$ cat src/assert_macros.svh
// Assertion macros shared by the bounded set store RTL.
// Every macro samples on clk and is disabled while rst is high.
`ifndef ASSERT_MACROS_SVH
`define ASSERT_MACROS_SVH

// The expression holds at every clock edge outside reset.
`define BSS_ASSERT(lbl, expr, msg) \
  lbl: assert property (@(posedge clk) disable iff (rst) (expr)) else $error(msg);

// When the antecedent holds, the consequent holds in the next cycle.
`define BSS_ASSERT_NEXT(lbl, ante, cons, msg) \
  lbl: assert property (@(posedge clk) disable iff (rst) (ante) |=> (cons)) else $error(msg);

`endif

$ cat src/bss_pkg.sv
// Package for the bounded set store: sizes, command codes, states and the result struct.
// Depends on nothing; used by bss_engine and bounded_set_store.
`default_nettype none

package bss_pkg;

  localparam int CAPACITY   = 16;
  localparam int ITEM_WIDTH = 32;
  localparam int COUNT_W    = $clog2(CAPACITY + 1);
  localparam int IDX_W      = (CAPACITY > 1) ? $clog2(CAPACITY) : 1;

  typedef enum logic [1:0] {
    CMD_ADD      = 2'd0,
    CMD_REMOVE   = 2'd1,
    CMD_CONTAINS = 2'd2,
    CMD_CLEAR    = 2'd3
  } cmd_t;

  typedef enum logic [2:0] {
    ST_IDLE,
    ST_SCAN,
    ST_MOVE_RD,
    ST_MOVE_WR,
    ST_DONE
  } state_t;

  typedef struct packed {
    logic               success;
    logic               full_reject;
    logic [COUNT_W-1:0] member_total;
    logic               is_empty;
  } res_t;

endpackage

`default_nettype wire

$ cat src/bss_engine.sv
// Sequencer, entry store and shared compare unit of the bounded set store.
// Depends on bss_pkg and assert_macros.svh.
`default_nettype none
`include "assert_macros.svh"

module bss_engine (
  input  wire logic                            clk,
  input  wire logic                            rst,
  input  wire logic                            in_valid,
  output logic                                 in_ready,
  input  wire logic [1:0]                      command,
  input  wire logic [bss_pkg::ITEM_WIDTH-1:0]  item_value,
  output logic                                 res_valid,
  input  wire logic                            res_ready,
  output bss_pkg::res_t                        res
);
  import bss_pkg::*;

  logic [ITEM_WIDTH-1:0] mem [CAPACITY];
  logic [ITEM_WIDTH-1:0] rdata;
  logic                  we;
  logic [IDX_W-1:0]      waddr;
  logic [ITEM_WIDTH-1:0] wdata;
  logic [IDX_W-1:0]      raddr;

  state_t                state, state_next;
  cmd_t                  cmd, cmd_next;
  logic [ITEM_WIDTH-1:0] value, value_next;
  logic [COUNT_W-1:0]    rd_idx, rd_idx_next;
  logic                  pend, pend_next;
  logic [IDX_W-1:0]      slot, slot_next;
  logic [COUNT_W-1:0]    count, count_next;
  logic                  ok, ok_next;
  logic                  full, full_next;
  logic                  match;

  always_ff @(posedge clk) begin
    if (we) begin
      mem[waddr] <= wdata;
    end
    rdata <= mem[raddr];
  end

  always_ff @(posedge clk) begin
    if (rst) begin
      state <= ST_IDLE;
      count <= '0;
      pend  <= 1'b0;
    end else begin
      state <= state_next;
      count <= count_next;
      pend  <= pend_next;
    end
  end

  always_ff @(posedge clk) begin
    cmd    <= cmd_next;
    value  <= value_next;
    rd_idx <= rd_idx_next;
    slot   <= slot_next;
    ok     <= ok_next;
    full   <= full_next;
  end

  assign match = pend && (rdata == value);

  always_comb begin
    state_next  = state;
    cmd_next    = cmd;
    value_next  = value;
    rd_idx_next = rd_idx;
    pend_next   = pend;
    slot_next   = slot;
    count_next  = count;
    ok_next     = ok;
    full_next   = full;
    we          = 1'b0;
    waddr       = slot;
    wdata       = value;
    raddr       = rd_idx[IDX_W-1:0];
    in_ready    = 1'b0;
    res_valid   = 1'b0;
    case (state)
      ST_IDLE: begin
        in_ready = 1'b1;
        if (in_valid) begin
          cmd_next    = cmd_t'(command);
          value_next  = item_value[ITEM_WIDTH-1:0];
          rd_idx_next = '0;
          pend_next   = 1'b0;
          ok_next     = 1'b0;
          full_next   = 1'b0;
          if (cmd_t'(command) == CMD_CLEAR) begin
            count_next = '0;
            ok_next    = 1'b1;
            state_next = ST_DONE;
          end else begin
            state_next = ST_SCAN;
          end
        end
      end
      ST_SCAN: begin
        if (match || (rd_idx == count)) begin
          slot_next  = IDX_W'(rd_idx - COUNT_W'(1));
          pend_next  = 1'b0;
          state_next = ST_DONE;
          case (cmd)
            CMD_ADD: begin
              if (!match) begin
                if (count >= COUNT_W'(CAPACITY)) begin
                  full_next = 1'b1;
                end else begin
                  we         = 1'b1;
                  waddr      = count[IDX_W-1:0];
                  count_next = count + COUNT_W'(1);
                  ok_next    = 1'b1;
                end
              end
            end
            CMD_REMOVE: begin
              if (match) begin
                ok_next    = 1'b1;
                state_next = ST_MOVE_RD;
              end
            end
            CMD_CONTAINS: begin
              ok_next = match;
            end
            default: begin
              ok_next = 1'b1;
            end
          endcase
        end else begin
          rd_idx_next = rd_idx + COUNT_W'(1);
          pend_next   = 1'b1;
        end
      end
      ST_MOVE_RD: begin
        raddr      = IDX_W'(count - COUNT_W'(1));
        state_next = ST_MOVE_WR;
      end
      ST_MOVE_WR: begin
        we         = 1'b1;
        waddr      = slot;
        wdata      = rdata;
        count_next = count - COUNT_W'(1);
        state_next = ST_DONE;
      end
      ST_DONE: begin
        res_valid = 1'b1;
        if (res_ready) begin
          state_next = ST_IDLE;
        end
      end
      default: begin
        state_next = ST_IDLE;
      end
    endcase
  end

  assign res.success      = ok;
  assign res.full_reject  = full;
  assign res.member_total = count;
  assign res.is_empty     = (count == '0);

  `BSS_ASSERT(a_count_bound, count <= COUNT_W'(CAPACITY), "Member count exceeds capacity.")
  `BSS_ASSERT(a_scan_bound, (state != ST_SCAN) || (rd_idx <= count), "Scan ran past the members.")
  `BSS_ASSERT(a_flags_excl, !(res_valid && res.success && res.full_reject), "Success with full reject.")
  `BSS_ASSERT_NEXT(a_remove_dec, state == ST_MOVE_WR, count == $past(count) - COUNT_W'(1), "Remove did not shrink the set.")

endmodule

`default_nettype wire

$ cat src/bounded_set_store.sv
// Bounded set store: an unordered set of distinct values with add, remove, contains, clear.
// Usage: commands enter on the in_valid/in_ready channel as one transaction each
// (command and item_value). Every command gives exactly one result transaction on
// out_valid/out_ready with success, full_reject, member_total and is_empty.
// Add, remove and contains scan the occupied entries one per cycle through a single
// read port and one comparator; clear goes straight to its result without a scan.
// A successful remove then reads the last entry and writes it into the freed slot.
// in_ready is low while a command is in work, so commands do not overlap.
// The result sits in an output register, so the next command is accepted while
// a finished result still waits to be taken.
// When the receiver stalls, the result holds and the engine waits with its own
// finished result until the output register frees.
// Reset empties the set at once; the stored entries need no clearing pass.
// Depends on bss_pkg and bss_engine.
`default_nettype none

module bounded_set_store (
  input  wire logic                            clk,
  input  wire logic                            rst,
  input  wire logic                            in_valid,
  output logic                                 in_ready,
  input  wire logic [1:0]                      command,
  input  wire logic [31:0]                     item_value,
  output logic                                 out_valid,
  input  wire logic                            out_ready,
  output logic                                 success,
  output logic                                 full_reject,
  output logic [bss_pkg::COUNT_W-1:0]          member_total,
  output logic                                 is_empty
);
  import bss_pkg::*;

  logic res_valid;
  logic res_ready;
  res_t res;

  bss_engine u_engine (
    .clk        (clk),
    .rst        (rst),
    .in_valid   (in_valid),
    .in_ready   (in_ready),
    .command    (command),
    .item_value (item_value[ITEM_WIDTH-1:0]),
    .res_valid  (res_valid),
    .res_ready  (res_ready),
    .res        (res)
  );

  assign res_ready = !out_valid || out_ready;

  always_ff @(posedge clk) begin
    if (rst) begin
      out_valid <= 1'b0;
    end else if (res_ready) begin
      out_valid <= res_valid;
    end
  end

  always_ff @(posedge clk) begin
    if (res_ready && res_valid) begin
      success      <= res.success;
      full_reject  <= res.full_reject;
      member_total <= res.member_total;
      is_empty     <= res.is_empty;
    end
  end

endmodule

`default_nettype wire
$ cat config.mk
export PLATFORM = sky130hd
export DESIGN_NAME = bounded_set_store
export DESIGN_NICKNAME = d
export VERILOG_FILES = /design/src/bss_pkg.sv /design/src/bss_engine.sv /design/src/bounded_set_store.sv
export VERILOG_INCLUDE_DIRS = /design/src /design/src/src
export SDC_FILE = /design/constraint.sdc
export NUM_CORES = 1
export LEC_CHECK = 0
export BUFFER_PORTS_ARGS = -buffer_cell sky130_fd_sc_hd__buf_2
export CORE_UTILIZATION = 50
export DETAILED_ROUTE_END_ITERATION = 10
export PLACE_DENSITY = 0.7
export SYNTH_ARGS = -nofsm -noshare
export SYNTH_HDL_FRONTEND = slang
export SYNTH_SLANG_ARGS = --single-unit
$ cat constraint.sdc
create_clock -name clk -period 6 [get_ports clk]
set_input_delay 0.6 -clock clk [delete_from_list [all_inputs] [get_ports clk]]
set_output_delay 0.6 -clock clk [all_outputs]
set_load 0.03 [all_outputs]
==> impl_results.rst <==
.. list-table::
   :header-rows: 1

   * - Metric
     - Value
   * - Min Tclk post-route
     - 4.05 ns
   * - Type of the setup path with the least slack
     - flop to flop
   * - Worst IR drop on VDD
     - 0.262 mV
   * - Total placed cells including tap cells
     - 2175
   * - 1st-iter DRT viols
     - 977
   * - Drt via density
     - 5.83
   * - Aggregate global routing overflow
     - 0
   * - Post-DR wirelength/cell
     - 23.3 um
   * - Clock sink count
     - 607
   * - Worst Hold Slack
     - 0.163 ns
   * - Count of final hold-check violations
     - 0
   * - RSZ-0062 raised after global routing
     - no
   * - Final estimated routing congestion in global placement
     - 0.838
   * - Crit-path max FO
     - 17
   * - Number of nets produced by synthesis
     - 1618
   * - Layout overhead on the synthesized area
     - 12.1%
   * - Antenna violations before repair
     - 2
   * - Total wire length after detailed routing
     - 53100 um
   * - Top Ports
     - 48
   * - TritonCTS clock tree
     - yes
   * - Clock input transition at the sequential cells of the worst setup and hold paths
     - 0.06 ns
   * - Std cell rows
     - 80
   * - Number of synthesized register bits
     - 607
   * - Cts hold-fix bufs
     - 0
   * - Total power divided by cell area
     - 348 mW/mm^2
   * - Antenna Diode Count
     - 0
   * - Rel. slew slack
     - 9.22%
   * - Critical path arrival
     - 4.33 ns
   * - Data required time of the critical path
     - 6.28 ns
   * - Number of library cell types mapped by synthesis
     - 51
   * - Maximum number of pins on one net before global-route repair
     - 191
   * - Clock root buffer
     - sky130_fd_sc_hd__clkbuf_16
   * - Post-CTS Resized
     - 0
   * - Post-route DRC violation count
     - 0
   * - Finished Core Util
     - 57.1%
   * - Clock buffer count from CTS
     - 57
   * - Achievable clock frequency
     - 0.247 GHz
   * - Final setup violating endpoints
     - 0
   * - Wire length of the first global-routing pass
     - 80100 um
   * - Sum of negative setup slack
     - 0 ns
   * - Chip Width
     - 223 um
   * - Die footprint
     - 0.0498 mm^2
   * - Finished Layout Cells
     - 2281
   * - Class of the tightest hold or removal check
     - input port to flop
   * - Max Clock Skew
     - 0.0236 ns
   * - Share of layout cells above drive strength 1
     - 15.1%
   * - Kind of end point of the critical path
     - flop
   * - Post-DRT Antenna Nets
     - 0
   * - Number of maximum-capacitance constraint violations
     - 0
   * - Core area
     - 0.0479 mm^2
   * - Outcome
     - finished, final reports clean
   * - Final net count
     - 1662
   * - Post-DP HPWL
     - 30400 um
   * - Total vias in the final route
     - 13.3k
   * - Synth Cell Area
     - 0.0244 mm^2
   * - Via count of the first global-routing pass
     - 13.0k
   * - Max-slew violation count
     - 0
   * - Type of element launching the critical path
     - flop
   * - Total global routing track utilization
     - 21.5%
   * - Hold path start
     - item_value[11]
   * - Pre-antenna DRT Iters
     - 5
   * - Leakage power total
     - 0.00929 uW
   * - Clock latency on the worst-skew pair
     - 0.62 ns
   * - Clk buf depth
     - 3
   * - Total of warnings raised by yosys
     - 0
   * - Share of flip-flops with an asynchronous set or reset
     - 0%
   * - Height of the die
     - 223 um
   * - CTS H-tree lvls
     - 2
   * - Avg Synthesized Cell Area
     - 15.5 um^2
   * - Instance count of the mapped netlist
     - 1575
   * - Count of flip-flops with a built-in enable after synthesis
     - 565
   * - Worst flop-to-flop path startpoint
     - u_engine.state[0]
   * - I/O Buffers
     - 47
   * - Final period utilization
     - 67.5%
   * - Actual transition at the worst max-transition pin
     - 1.36 ns
   * - Top_reg_cell synth
     - sky130_fd_sc_hd__edfxtp_1
   * - Post-synthesis sequential area ratio
     - 72.9%
   * - CP startpoint
     - u_engine.state[0]
   * - Setup Fix Bufs, Post-CTS
     - 0
   * - Starting density of the core
     - 51.0%
-- worst paths after layout --
path / end / slack (ns) / depth (start not counted)
worst max-delay path: u_engine.mem[13][11] / 1.95 / 6
worst min-delay path: u_engine.value[11] / 0.16 / 1
worst max register to register: u_engine.mem[13][11] / 1.95 / 6
worst min register to register: success / 0.44 / 0
-- registers in the layout (all words and copies together), names as in the netlist, 2 cells and up --
name             cells
member_total         5
u_engine.cmd         2
u_engine.count       5
u_engine.mem       512
u_engine.rd_idx      5
u_engine.rdata      32
u_engine.slot        4
u_engine.state       3
u_engine.value      32
-- synthesized netlist by cell type (8+ instances only) --
master                       n  area [um^2]
sky130_fd_sc_hd__nand2_1   195          732
sky130_fd_sc_hd__nand3_1    13         65.1
sky130_fd_sc_hd__clkbuf_1   59          221
sky130_fd_sc_hd__a211oi_1   94          706
sky130_fd_sc_hd__a21oi_1     8         40.0
sky130_fd_sc_hd__xnor2_1    37          324
sky130_fd_sc_hd__and2_1     63          394
sky130_fd_sc_hd__a211o_1    34          298
sky130_fd_sc_hd__buf_2      25          125
sky130_fd_sc_hd__mux2_2     65          732
sky130_fd_sc_hd__nand4_1    13         81.3
sky130_fd_sc_hd__o31ai_1    18          135
sky130_fd_sc_hd__nor3_1      9         45.0
sky130_fd_sc_hd__a31oi_1    31          194
sky130_fd_sc_hd__edfxtp_1  565        17000
sky130_fd_sc_hd__nor2_1     19         71.3
sky130_fd_sc_hd__o22ai_1    33          206
sky130_fd_sc_hd__mux2i_1   164         1640
sky130_fd_sc_hd__dfxtp_1    42          841
sky130_fd_sc_hd__inv_1      12         45.0
sky130_fd_sc_hd__nand2b_1    9         56.3
-- metrics by stage --
stage                     total power (uW)  area, um^2  worst slack (ns)
after floorplan                       5790       24400              1.47
after global placement                6150       25600              2.09
after detailed placement              6170       25600              1.99
after CTS                             9580       27400              1.96
after global routing                  9840       27400              1.72
final                                 9530       27400              1.95
-- power by group --
group	internal, uW	switching [uW]	leakage [uW]
combinational	464	736	0.00297
clock	1940	1510	0.000869
sequential	4780	96.3	0.00546
-- area by class of cell --
| type | count | area, um^2 |
|---|---|---|
| Clock buffer | 86 | 1610 |
| Clock inverter | 20 | 188 |
| Fill cell | 3572 | 20600 |
| Inverter | 12 | 45.0 |
| Multi-Input combinational cell | 866 | 6490 |
| Sequential cell | 607 | 17800 |
| Tap cell | 615 | 769 |
| Timing Repair Buffer | 75 | 483 |
-- cells by family after synthesis --
family | Yosys count | synth area share (%)
AND/OR/NAND/NOR | 348 | 6.72
flip-flops | 607 | 72.9
multiplexers | 230 | 9.77
AO/OA/AOI/OAI | 239 | 7.09
buffers and inverters | 102 | 1.73
adder cells (fa/ha/maj) | 5 | 0.256
XOR/XNOR | 44 | 1.58
-- worst max-delay path: stages, from the launching register on --
cell	delay [ns]
sky130_fd_sc_hd__dfxtp_1	0.50
sky130_fd_sc_hd__nor2b_1	0.38
sky130_fd_sc_hd__nand2_1	0.35
sky130_fd_sc_hd__nor4_1	0.38
sky130_fd_sc_hd__nand2b_2	0.53
sky130_fd_sc_hd__o31ai_4	1.10
sky130_fd_sc_hd__buf_4	0.45
-- metal layers --
| layer | up-vias | share of wire (%) | track usage [%] |
|---|---|---|---|
| met4 | 0 | 2.0 | 5.83 |
| met3 | 81 | 5.8 | 2.78 |
| li1 | 6166 | - | - |
| met1 | 6651 | 44 | 30.7 |
| met5 | - | 0 | 0 |
| met2 | 404 | 48 | 34.8 |
-- cell usage in the layout (no fill, tap or decap), types with 3 or more instances in the layout --
master and n:
sky130_fd_sc_hd__a211o_1 34, sky130_fd_sc_hd__a211oi_1 94, sky130_fd_sc_hd__a21oi_1 8, sky130_fd_sc_hd__a31oi_1 31, sky130_fd_sc_hd__and2_1 63, sky130_fd_sc_hd__and3_1 3, sky130_fd_sc_hd__buf_12 3, sky130_fd_sc_hd__buf_2 47
sky130_fd_sc_hd__buf_4 25, sky130_fd_sc_hd__clkbuf_1 22, sky130_fd_sc_hd__clkbuf_16 57, sky130_fd_sc_hd__clkbuf_8 7, sky130_fd_sc_hd__clkinv_2 10, sky130_fd_sc_hd__clkinvlp_4 4, sky130_fd_sc_hd__dfxtp_1 42, sky130_fd_sc_hd__edfxtp_1 565
sky130_fd_sc_hd__ha_1 5, sky130_fd_sc_hd__inv_1 11, sky130_fd_sc_hd__mux2_2 65, sky130_fd_sc_hd__mux2i_1 163, sky130_fd_sc_hd__nand2_1 193, sky130_fd_sc_hd__nand2b_1 7, sky130_fd_sc_hd__nand3_1 13, sky130_fd_sc_hd__nand4_1 13
sky130_fd_sc_hd__nor2_1 17, sky130_fd_sc_hd__nor2b_1 4, sky130_fd_sc_hd__nor3_1 9, sky130_fd_sc_hd__nor4_1 4, sky130_fd_sc_hd__nor4b_1 3, sky130_fd_sc_hd__o21ai_0 7, sky130_fd_sc_hd__o22ai_1 33, sky130_fd_sc_hd__o31ai_4 16
sky130_fd_sc_hd__or3_1 3, sky130_fd_sc_hd__or4_1 3, sky130_fd_sc_hd__xnor2_1 37, sky130_fd_sc_hd__xor2_1 7
Note: power is estimated with default switching activity, not from simulation.
